--- config.mk ---
export PLATFORM = sky130hd
export DESIGN_NAME = midi_event_translator
export DESIGN_NICKNAME = d
export VERILOG_FILES = /design/src/rtl/mevt_pkg.sv /design/src/rtl/mevt_sel_store.sv /design/src/rtl/mevt_decode.sv /design/src/rtl/midi_event_translator.sv
export SDC_FILE = /design/constraint.sdc
export NUM_CORES = 1
export LEC_CHECK = 0
export BUFFER_PORTS_ARGS = -buffer_cell sky130_fd_sc_hd__buf_2
export CORE_MARGIN = 1.5
export CORE_UTILIZATION = 64
export CTS_BUF_LIST = sky130_fd_sc_hd__clkbuf_8
export DETAILED_ROUTE_END_ITERATION = 6
export PLACE_DENSITY = 0.82
export SYNTH_ARGS = -nofsm -noshare
export SYNTH_HDL_FRONTEND = slang
export SYNTH_HIERARCHICAL = 1
export SYNTH_SLANG_ARGS = --single-unit
--- constraint.sdc ---
create_clock -name clk -period 4.69 [get_ports clk]
set_input_delay 0.2345 -clock clk [delete_from_list [all_inputs] [get_ports clk]]
set_output_delay 0.2345 -clock clk [all_outputs]
set_load 0.02 [all_outputs]
--- src/rtl/mevt_pkg.sv ---
// Shared types, codes and the controller command table for the MIDI event translator.
// No dependencies.
package mevt_pkg;

  typedef enum logic [2:0] {
    EV_NOTE_ON   = 3'd0,
    EV_NOTE_OFF  = 3'd1,
    EV_KEY_PRES  = 3'd2,
    EV_CTRL      = 3'd3,
    EV_PROGRAM   = 3'd4,
    EV_CHAN_PRES = 3'd5,
    EV_PITCH     = 3'd6,
    EV_OTHER     = 3'd7
  } event_kind_t;

  typedef enum logic [1:0] {
    SEL_NONE   = 2'd0,
    SEL_REG    = 2'd1,
    SEL_NONREG = 2'd2
  } sel_kind_t;

  typedef struct packed {
    sel_kind_t  kind;
    logic [6:0] high;
    logic [6:0] low;
  } sel_entry_t;

  typedef struct packed {
    logic       en;
    sel_kind_t  kind;
    logic       set_high;
    logic [6:0] value;
  } sel_update_t;

  localparam int ChannelWidth = 4;
  localparam int Channels     = 16;
  localparam int KindWidth    = 5;
  localparam int ParamWidth   = 15;

  // controller numbers
  localparam logic [6:0] CC_DATA_ENTRY = 7'd6;
  localparam logic [6:0] CC_DATA_LOW   = 7'd38;
  localparam logic [6:0] CC_NRPN_LSB   = 7'd98;
  localparam logic [6:0] CC_NRPN_MSB   = 7'd99;
  localparam logic [6:0] CC_RPN_LSB    = 7'd100;
  localparam logic [6:0] CC_RPN_MSB    = 7'd101;

  // registered parameter numbers (low byte, high byte zero)
  localparam logic [6:0] RPN_PITCH_RANGE = 7'd0;
  localparam logic [6:0] RPN_FINE_TUNE   = 7'd1;
  localparam logic [6:0] RPN_COARSE_TUNE = 7'd2;

  // command codes
  localparam logic [4:0] CMD_NOTE        = 5'd0;
  localparam logic [4:0] CMD_KEYPRES     = 5'd1;
  localparam logic [4:0] CMD_CONTROL     = 5'd2;
  localparam logic [4:0] CMD_PROGRAM     = 5'd3;
  localparam logic [4:0] CMD_CHANPRES    = 5'd4;
  localparam logic [4:0] CMD_PITCH       = 5'd5;
  localparam logic [4:0] CMD_PITCHRANGE  = 5'd6;
  localparam logic [4:0] CMD_FINETUNE    = 5'd7;
  localparam logic [4:0] CMD_COARSETUNE  = 5'd8;
  localparam logic [4:0] CMD_BANK        = 5'd9;
  localparam logic [4:0] CMD_MODULATION  = 5'd10;
  localparam logic [4:0] CMD_PORTA_TIME  = 5'd11;
  localparam logic [4:0] CMD_VOLUME      = 5'd12;
  localparam logic [4:0] CMD_PAN         = 5'd13;
  localparam logic [4:0] CMD_EXPRESSION  = 5'd14;
  localparam logic [4:0] CMD_BANK_LOW    = 5'd15;
  localparam logic [4:0] CMD_SUSTAIN     = 5'd16;
  localparam logic [4:0] CMD_PORTAMENTO  = 5'd17;
  localparam logic [4:0] CMD_SOSTENUTO   = 5'd18;
  localparam logic [4:0] CMD_SOFT        = 5'd19;
  localparam logic [4:0] CMD_RESONANCE   = 5'd20;
  localparam logic [4:0] CMD_RELEASE     = 5'd21;
  localparam logic [4:0] CMD_ATTACK      = 5'd22;
  localparam logic [4:0] CMD_CUTOFF      = 5'd23;
  localparam logic [4:0] CMD_DECAY       = 5'd24;
  localparam logic [4:0] CMD_PORTA_NOTE  = 5'd25;
  localparam logic [4:0] CMD_REVERB      = 5'd26;
  localparam logic [4:0] CMD_CHORUS      = 5'd27;
  localparam logic [4:0] CMD_SOUND_OFF   = 5'd28;
  localparam logic [4:0] CMD_RESET_CTRL  = 5'd29;
  localparam logic [4:0] CMD_NOTES_OFF   = 5'd30;

  // Dedicated command for a controller; CMD_NOTE means none (generic control).
  function automatic logic [4:0] cc_command(input logic [6:0] cc);
    logic [4:0] cmd;
    case (cc)
      7'd0:    cmd = CMD_BANK;
      7'd1:    cmd = CMD_MODULATION;
      7'd5:    cmd = CMD_PORTA_TIME;
      7'd7:    cmd = CMD_VOLUME;
      7'd10:   cmd = CMD_PAN;
      7'd11:   cmd = CMD_EXPRESSION;
      7'd32:   cmd = CMD_BANK_LOW;
      7'd64:   cmd = CMD_SUSTAIN;
      7'd65:   cmd = CMD_PORTAMENTO;
      7'd66:   cmd = CMD_SOSTENUTO;
      7'd67:   cmd = CMD_SOFT;
      7'd71:   cmd = CMD_RESONANCE;
      7'd72:   cmd = CMD_RELEASE;
      7'd73:   cmd = CMD_ATTACK;
      7'd74:   cmd = CMD_CUTOFF;
      7'd75:   cmd = CMD_DECAY;
      7'd84:   cmd = CMD_PORTA_NOTE;
      7'd91:   cmd = CMD_REVERB;
      7'd93:   cmd = CMD_CHORUS;
      7'd120:  cmd = CMD_SOUND_OFF;
      7'd121:  cmd = CMD_RESET_CTRL;
      7'd123:  cmd = CMD_NOTES_OFF;
      default: cmd = CMD_NOTE;
    endcase
    return cmd;
  endfunction

endpackage

--- src/rtl/mevt_sel_store.sv ---
// Per-channel parameter selection store: kind plus high and low bytes.
// Depends on mevt_pkg.
module mevt_sel_store (
  input  logic                             clk,
  input  logic                             rst,
  input  logic [mevt_pkg::ChannelWidth-1:0] ch,
  input  mevt_pkg::sel_update_t            upd,
  output mevt_pkg::sel_entry_t             entry
);

  mevt_pkg::sel_entry_t sel [mevt_pkg::Channels];

  assign entry = sel[ch];

  always_ff @(posedge clk) begin
    if (rst) begin
      for (int i = 0; i < mevt_pkg::Channels; i++) begin
        sel[i] <= '{kind: mevt_pkg::SEL_NONE, high: 7'd0, low: 7'd0};
      end
    end else if (upd.en) begin
      sel[ch].kind <= upd.kind;
      if (upd.set_high) begin
        sel[ch].high <= upd.value;
      end else begin
        sel[ch].low <= upd.value;
      end
    end
  end

endmodule

--- src/rtl/mevt_decode.sv ---
// Event decode: maps one event and its channel's selection to a command and a store update.
// Depends on mevt_pkg.
module mevt_decode (
  input  logic [2:0]                        event_kind,
  input  logic [13:0]                       data_a,
  input  logic [6:0]                        data_b,
  input  mevt_pkg::sel_entry_t              entry,
  output logic                              emit,
  output logic [mevt_pkg::KindWidth-1:0]    cmd_kind,
  output logic [mevt_pkg::ParamWidth-1:0]   cmd_param,
  output mevt_pkg::sel_update_t             upd
);

  logic [6:0] a;
  logic [4:0] cc_cmd;
  logic [14:0] pair;
  logic [14:0] b_only;
  logic [14:0] a_only;

  assign a      = data_a[6:0];
  assign cc_cmd = mevt_pkg::cc_command(a);
  assign pair   = {data_b, 1'b0, a};
  assign b_only = {8'd0, data_b};
  assign a_only = {8'd0, a};

  always_comb begin
    emit      = 1'b0;
    cmd_kind  = mevt_pkg::CMD_NOTE;
    cmd_param = '0;
    upd       = '{en: 1'b0, kind: mevt_pkg::SEL_NONE, set_high: 1'b0, value: data_b};
    case (mevt_pkg::event_kind_t'(event_kind))
      mevt_pkg::EV_NOTE_ON: begin
        emit      = 1'b1;
        cmd_param = pair;
      end
      mevt_pkg::EV_NOTE_OFF: begin
        emit      = 1'b1;
        cmd_param = a_only;
      end
      mevt_pkg::EV_KEY_PRES: begin
        emit      = 1'b1;
        cmd_kind  = mevt_pkg::CMD_KEYPRES;
        cmd_param = pair;
      end
      mevt_pkg::EV_CTRL: begin
        if (a == mevt_pkg::CC_RPN_MSB || a == mevt_pkg::CC_RPN_LSB ||
            a == mevt_pkg::CC_NRPN_MSB || a == mevt_pkg::CC_NRPN_LSB) begin
          upd.en       = 1'b1;
          upd.kind     = (a >= mevt_pkg::CC_RPN_LSB) ? mevt_pkg::SEL_REG
                                                     : mevt_pkg::SEL_NONREG;
          upd.set_high = (a == mevt_pkg::CC_RPN_MSB) || (a == mevt_pkg::CC_NRPN_MSB);
        end else if (a == mevt_pkg::CC_DATA_ENTRY) begin
          if (entry.kind == mevt_pkg::SEL_REG && entry.high == 7'd0) begin
            cmd_param = b_only;
            if (entry.low == mevt_pkg::RPN_PITCH_RANGE) begin
              emit     = 1'b1;
              cmd_kind = mevt_pkg::CMD_PITCHRANGE;
            end else if (entry.low == mevt_pkg::RPN_FINE_TUNE) begin
              emit     = 1'b1;
              cmd_kind = mevt_pkg::CMD_FINETUNE;
            end else if (entry.low == mevt_pkg::RPN_COARSE_TUNE) begin
              emit     = 1'b1;
              cmd_kind = mevt_pkg::CMD_COARSETUNE;
            end
          end
        end else if (a != mevt_pkg::CC_DATA_LOW) begin
          emit = 1'b1;
          if (cc_cmd != mevt_pkg::CMD_NOTE) begin
            cmd_kind  = cc_cmd;
            cmd_param = b_only;
          end else begin
            cmd_kind  = mevt_pkg::CMD_CONTROL;
            cmd_param = pair;
          end
        end
      end
      mevt_pkg::EV_PROGRAM: begin
        emit      = 1'b1;
        cmd_kind  = mevt_pkg::CMD_PROGRAM;
        cmd_param = a_only;
      end
      mevt_pkg::EV_CHAN_PRES: begin
        emit      = 1'b1;
        cmd_kind  = mevt_pkg::CMD_CHANPRES;
        cmd_param = a_only;
      end
      mevt_pkg::EV_PITCH: begin
        emit      = 1'b1;
        cmd_kind  = mevt_pkg::CMD_PITCH;
        cmd_param = {1'b0, data_a};
      end
      default: begin
        emit = 1'b0;
      end
    endcase
  end

endmodule

--- src/rtl/midi_event_translator.sv ---
// MIDI event translator top level: input register, decode with selection store, result register.
// Result path: input register, then decode, then result register, which holds while the output is stalled.
// Throughput: one item per cycle while the output is not stalled; an item that gives no result is never held.
// The per-channel selection store is read and written in the decode stage, so a
// selection is seen by the very next item. Reset clears all 16 entries and both stages.
// Depends on mevt_pkg, mevt_sel_store, mevt_decode.
module midi_event_translator (
  input  logic        clk,
  input  logic        rst,
  input  logic        in_valid,
  output logic        in_ready,
  input  logic [2:0]  event_kind,
  input  logic [3:0]  channel,
  input  logic [13:0] data_a,
  input  logic [6:0]  data_b,
  output logic        out_valid,
  input  logic        out_ready,
  output logic [4:0]  command_kind,
  output logic [14:0] command_param
);

  logic        s1_valid;
  logic [2:0]  s1_kind;
  logic [3:0]  s1_channel;
  logic [13:0] s1_data_a;
  logic [6:0]  s1_data_b;

  logic                  dec_emit;
  logic [4:0]            dec_kind;
  logic [14:0]           dec_param;
  mevt_pkg::sel_update_t dec_upd;
  mevt_pkg::sel_update_t store_upd;
  mevt_pkg::sel_entry_t  entry;

  logic out_free;
  logic s1_go;

  assign out_free = !out_valid || out_ready;
  assign s1_go    = s1_valid && (!dec_emit || out_free);
  assign in_ready = !s1_valid || s1_go;

  always_comb begin
    store_upd    = dec_upd;
    store_upd.en = dec_upd.en && s1_go;
  end

  mevt_sel_store u_store (
    .clk   (clk),
    .rst   (rst),
    .ch    (s1_channel),
    .upd   (store_upd),
    .entry (entry)
  );

  mevt_decode u_decode (
    .event_kind (s1_kind),
    .data_a     (s1_data_a),
    .data_b     (s1_data_b),
    .entry      (entry),
    .emit       (dec_emit),
    .cmd_kind   (dec_kind),
    .cmd_param  (dec_param),
    .upd        (dec_upd)
  );

  always_ff @(posedge clk) begin
    if (rst) begin
      s1_valid  <= 1'b0;
      out_valid <= 1'b0;
    end else begin
      if (in_ready) begin
        s1_valid <= in_valid;
      end
      if (out_free) begin
        out_valid <= s1_valid && dec_emit;
      end
    end
  end

  always_ff @(posedge clk) begin
    if (in_valid && in_ready) begin
      s1_kind    <= event_kind;
      s1_channel <= channel;
      s1_data_a  <= data_a;
      s1_data_b  <= data_b;
    end
    if (out_free && s1_valid && dec_emit) begin
      command_kind  <= dec_kind;
      command_param <= dec_param;
    end
  end

endmodule

Yosys cells after proc, flatten, opt, wreduce, memory -nomap -nowiden

Memory sizes are Yosys's and may differ from the RTL's. A register that Yosys moved wholly into a read port is not among the register bits.
Cells that the tools add are included.

Reductions and logical operators: 26
Order comparisons: 1
Muxes and demuxes: 44
Eq/ne operators: 36

Operators with widths:

| cell                                                 | count |
|---|---|
| equality test 7 bit (second input constant)          | 19 |
| case mux 5 bit (22 select lines)                     | 1 |
| two-way mux 15 bit                                   | 4 |
| case mux 15 bit (4 select lines)                     | 1 |
| two-way mux 5 bit                                    | 7 |
| case mux 5 bit (5 select lines)                      | 1 |
| equality test 7 x 3 -> 1 bit (second input constant) | 3 |
| zero test 7 bit                                      | 3 |
| two-way mux 1 bit                                    | 20 |
| two-way mux 4 bit                                    | 5 |
| two-way mux 16 bit                                   | 1 |
| OR reduction 16 bit                                  | 1 |
| equality test 7 x 1 -> 1 bit (second input constant) | 2 |
| equality test 7 x 4 -> 1 bit (second input constant) | 2 |
| equality test 3 bit (second input constant)          | 3 |
| equality test 7 x 2 -> 1 bit (second input constant) | 1 |
| equality test 7 x 6 -> 1 bit (second input constant) | 1 |
| >= comparator 7 bit (second input constant)          | 1 |
| logical AND 1 bit                                    | 7 |
| logical OR 1 bit                                     | 7 |
| two-way mux 7 bit                                    | 1 |
| != test 7 x 6 -> 1 bit (second input constant)       | 1 |
| equality test 3 x 2 -> 1 bit (second input constant) | 2 |
| OR reduction 6 bit                                   | 1 |
| other kinds (10)                                     | 12 |

Memory bits (writable): 256
Memories: 1
Output and inout port bits: 22
Register bits: 50

Memories:

| name        | depth | bits a word | rd ports | clocked after Yosys merged registers in | write ports | RTL line             | source |
|---|---|---|---|---|---|---|---|
| u_store.sel | 16    | 16          | 1        | 1                                       | 16          | mevt_sel_store.sv:11 | `mevt_pkg::sel_entry_t sel [mevt_pkg::Channels];` |

Depth between registers and ports, before layout

Word-level depth: 17
Mapped depth: 17
Depth with buffers taken out: 13

Modules after synthesis

The synthesis kept the hierarchy.

By module, submodules not included:

| module                | cells an instance | times used | seq. area each (µm²) | area an instance (µm²) |
|---|---|---|---|---|
| mevt_sel_store        | 792               | 1          | 7687.4               | 11467.2 |
| midi_event_translator | 61                | 1          | 1481.4               | 1554.0 |
| mevt_decode           | 192               | 1          | 0.0                  | 1166.1 |

Worst setup path before layout

No wires, ideal clock.

Path kind: flip-flop to flip-flop
Start point: register, netlist name s1_channel[0]
End point: register command_kind[0] (enable)
Cell stages (with the launch flop): 13
Library setup time: 397 ps
Setup slack: 657 ps
Arrival: 3636 ps
Buffers on the path: 2
Path through: edfxtp_1 -> buf_6 -> buf_6 -> mux4_1 -> a22oi_1 -> nand2_1 -> or4_1 -> or3_1 -> a211oi_1 -> o211ai_1 -> nand3_1 -> nand2_1 -> nor2_1

RTL lines:

| element                | RTL line                    | source |
|---|---|---|
| end signal: assignment | midi_event_translator.sv:88 | `command_kind <= dec_kind;` |
| end: declaration       | midi_event_translator.sv:18 | `output logic [4:0] command_kind,` |

==> qor.yml <==
cts.sinks: 306
placedCellCount: 1342
start_util_pct: 65.21
fp.dieH_um: 151.9
portBuffers: 53
ant_nets: 0
syn2layout_area_growth_pct: 12.98
grt_max_degree: 61
layoutNonFillerInstCount: 1461
cp-start-kind: "flip-flop"
switching_share_pct: 23.99
routedWlPerCell_um: 24.11
drc: 0
ios: 54
synth_area_per_cell_um2: 13.58
diodes: 0
power.density_nw_per_um2: 348.7
grtUsageTotal_pct: 30.20
worstMarginPinSlew_ps: 1279
critPathKind: "flip-flop to flip-flop"
syn_inst: 1045
worstPathRequired_ps: 4940
drtPass1Iterations: 5
mostFrequentLayoutCell: "edfxtp_1"
arrival_ps: 4890
ys_types: 65
synth-edff-count: 304
fmax_mhz: 215.7
antenna_found_initial: 0
fin_ws_ps: 54.34
synth_flop_cell: "edfxtp_1"
die_area_um2: 23070
clock_latency_ps: 580
slew_violations: 0
layout-drive-gt1-share_pct: 21.85
period_minus_slack_ps: 4636
grt_overflow_total: 0
layout_common_cells: "304 x edfxtp_1, 275 x nor2_1, 53 x buf_2, 52 x nand2_1, 52 x buf_4"
yosys_warnings: 6
seq_power_share_pct: 56.4
wirelength_mm: 35.22
syn_nets: 1077
routed_via_density: 6.499
p_clk_share_pct: 35.5
vias: 9495
whs_ps: 366.4
nets: 1176
setup_violations: 0
grt_pass1_vias: 9738
globalplace.congestion: 0.8892
p_int_mw: 4.248
wl_met2_mm: 17.92
fin_skew_ps: 36.40
htree_levels: 2
nFillCells: 1331
cts.clk_slew.worst_paths_ps: 60
async_flop_share_pct: 0
synth_seq_area_share_pct: 64.63
p_comb_share_pct: 8.1
vdd_ir_drop_max_v: 0.0004421
ys_seq_elements: 306
place_hpwl_mm: 22.09
die_w_um: 151.9
netlist_area_um2: 14190
worstSetupEndpointType: "flip-flop"
wl_met3_mm: 3.731
grt_first_pass_wirelength_mm: 53.34
hold_class: "input pin to flip-flop"
path_max_fanout: 17
cts_max_path_buffers: 3
cts_tree: "yes"
fin_crit_sh_pct: 98.84
met1_length_mm: 12.61
core.rowCount: 54
slew_headroom_pct: 14.74
clock-root-buffer: "clkbuf_8"
numCtsBuffers: 48
status: "finished clean"
cap_violations: 0
drtIter0Drc: 1179
preCtsSetupSlack_ps: -84.40
netSwitchingPower_mw: 1.341
p_leak_nw: 5.823
highest_layer: "met4"
finalHoldViolCount: 0
core-area_um2: 21760
-- cells by family after synthesis --
family          synth area share (%)
flops                          64.63
compound gates                 6.976
mux                            10.53
buf+inv                        3.739
xor+xnor                      0.1235
simple gates                   14.00
-- Yosys cell counts, drive strengths merged (2+ instances only) --
cell type    n  area (µm²)
o22ai        4       25.02
or3          6       42.54
edfxtp     304        9129
mux4        64        1494
o211ai       4       35.03
inv         12       45.04
a21o        15       112.6
nand2b      22       137.6
and2         5       33.78
a31oi        8       50.05
nor4         5       31.28
a22oi       32       240.2
o21bai      24       180.2
buf         55       346.6
clkbuf      37       138.9
nand2       64       270.3
nand3        9       72.57
nor3         9       60.06
a21oi       18       93.84
o32ai        5       43.79
nor2       276        1039
and3         7       43.79
nor3b        3       27.52
a41oi        2       17.52
nand4        3       18.77
o2bb2ai      7       61.31
o21ai        8       40.04
nand4b       5       58.80
and4         2       17.52
dfxtp        2       40.04
nor2b        9       56.30
-- critical path, cell delays in order (launching register included) --
cell	delay (ps)
edfxtp_1	460
buf_12	240
buf_12	160
mux4_2	520
a22oi_1	180
nand2_1	130
nor4_4	370
nand3_1	170
or3_4	430
a211oi_2	200
o211ai_1	140
nand3_1	150
a21oi_1	140
buf_4	170
and4b_1	270
and2_1	230
a21o_1	320
-- sequential cells by signal, summed over array words and instances, names as in the netlist --
register and flops:
s1_channel 4, s1_data_b 7, u_store/sel 256, s1_valid 1, out_valid 1, command_kind 5
s1_data_a 14, s1_kind 3, command_param 15
-- metal layers --
metal,vias up,global-route usage [%]
li1,4092,-
met1,4627,38.32
met2,686,51.52
met3,90,6.560
met4,0,11.28
met5,-,0
-- final cells by class --
type / instances / area (µm²) / area share [%]
clock inverters: 39 / 167.7 / 1.046
repair buffers: 141 / 1089 / 6.791
clock buffers: 48 / 660.6 / 4.121
well taps: 280 / 350.3 / 2.186
inverters: 12 / 45.04 / 0.2810
multi-input cells: 635 / 4548 / 28.37
flip-flops and latches: 306 / 9169 / 57.20
-- timing repair --
| item | CTS | global route |
|---|---|---|
| buffers inserted | 1 | 0 |
| cloned | 1 | 0 |
| gates resized for setup | 1 | 11 |
| setup endpoints to repair | 100 | 301 |
| hold buffers | 30 | 0 |
| hold endpoints to repair | 30 | 0 |
-- metrics by stage --
stage / area [µm²] / total power, mW / setup TNS [ps] / util (%)
after global placement: 14800 / 3.598 / 0 / 68.03
after floorplan: 14190 / 3.474 / 0 / -
after CTS: 15980 / 5.582 / 0 / 73.43
final: 16030 / 5.589 / 0 / 73.68
after global routing: 16030 / 5.742 / -51.51 / 73.68
after detailed placement: 14800 / 3.611 / -4011 / 68.03
-- power by group through the flow --
stage / clock, mW / sequential, mW / combinational (mW)
2_1_floorplan: 0 / 3.19 / 0.286
3_3_place_gp: 0 / 3.20 / 0.398
3_5_place_dp: 0 / 3.20 / 0.406
4_1_cts: 2.00 / 3.15 / 0.434
5_1_grt: 2.11 / 3.16 / 0.477
6_report: 1.99 / 3.15 / 0.452
-- final timing paths --
path / to / slack (ps) / startpoint / depth (start not counted)
worst max register to register: u_store/sel[13][3] / 50 / s1_channel[0] / 16
worst min register to register: out_valid / 540 / s1_valid / 2
worst min-delay path: out_valid / 370 / rst / 2
worst max-delay path: u_store/sel[13][3] / 50 / s1_channel[0] / 16
Note: power is estimated with default switching activity, not from simulation.
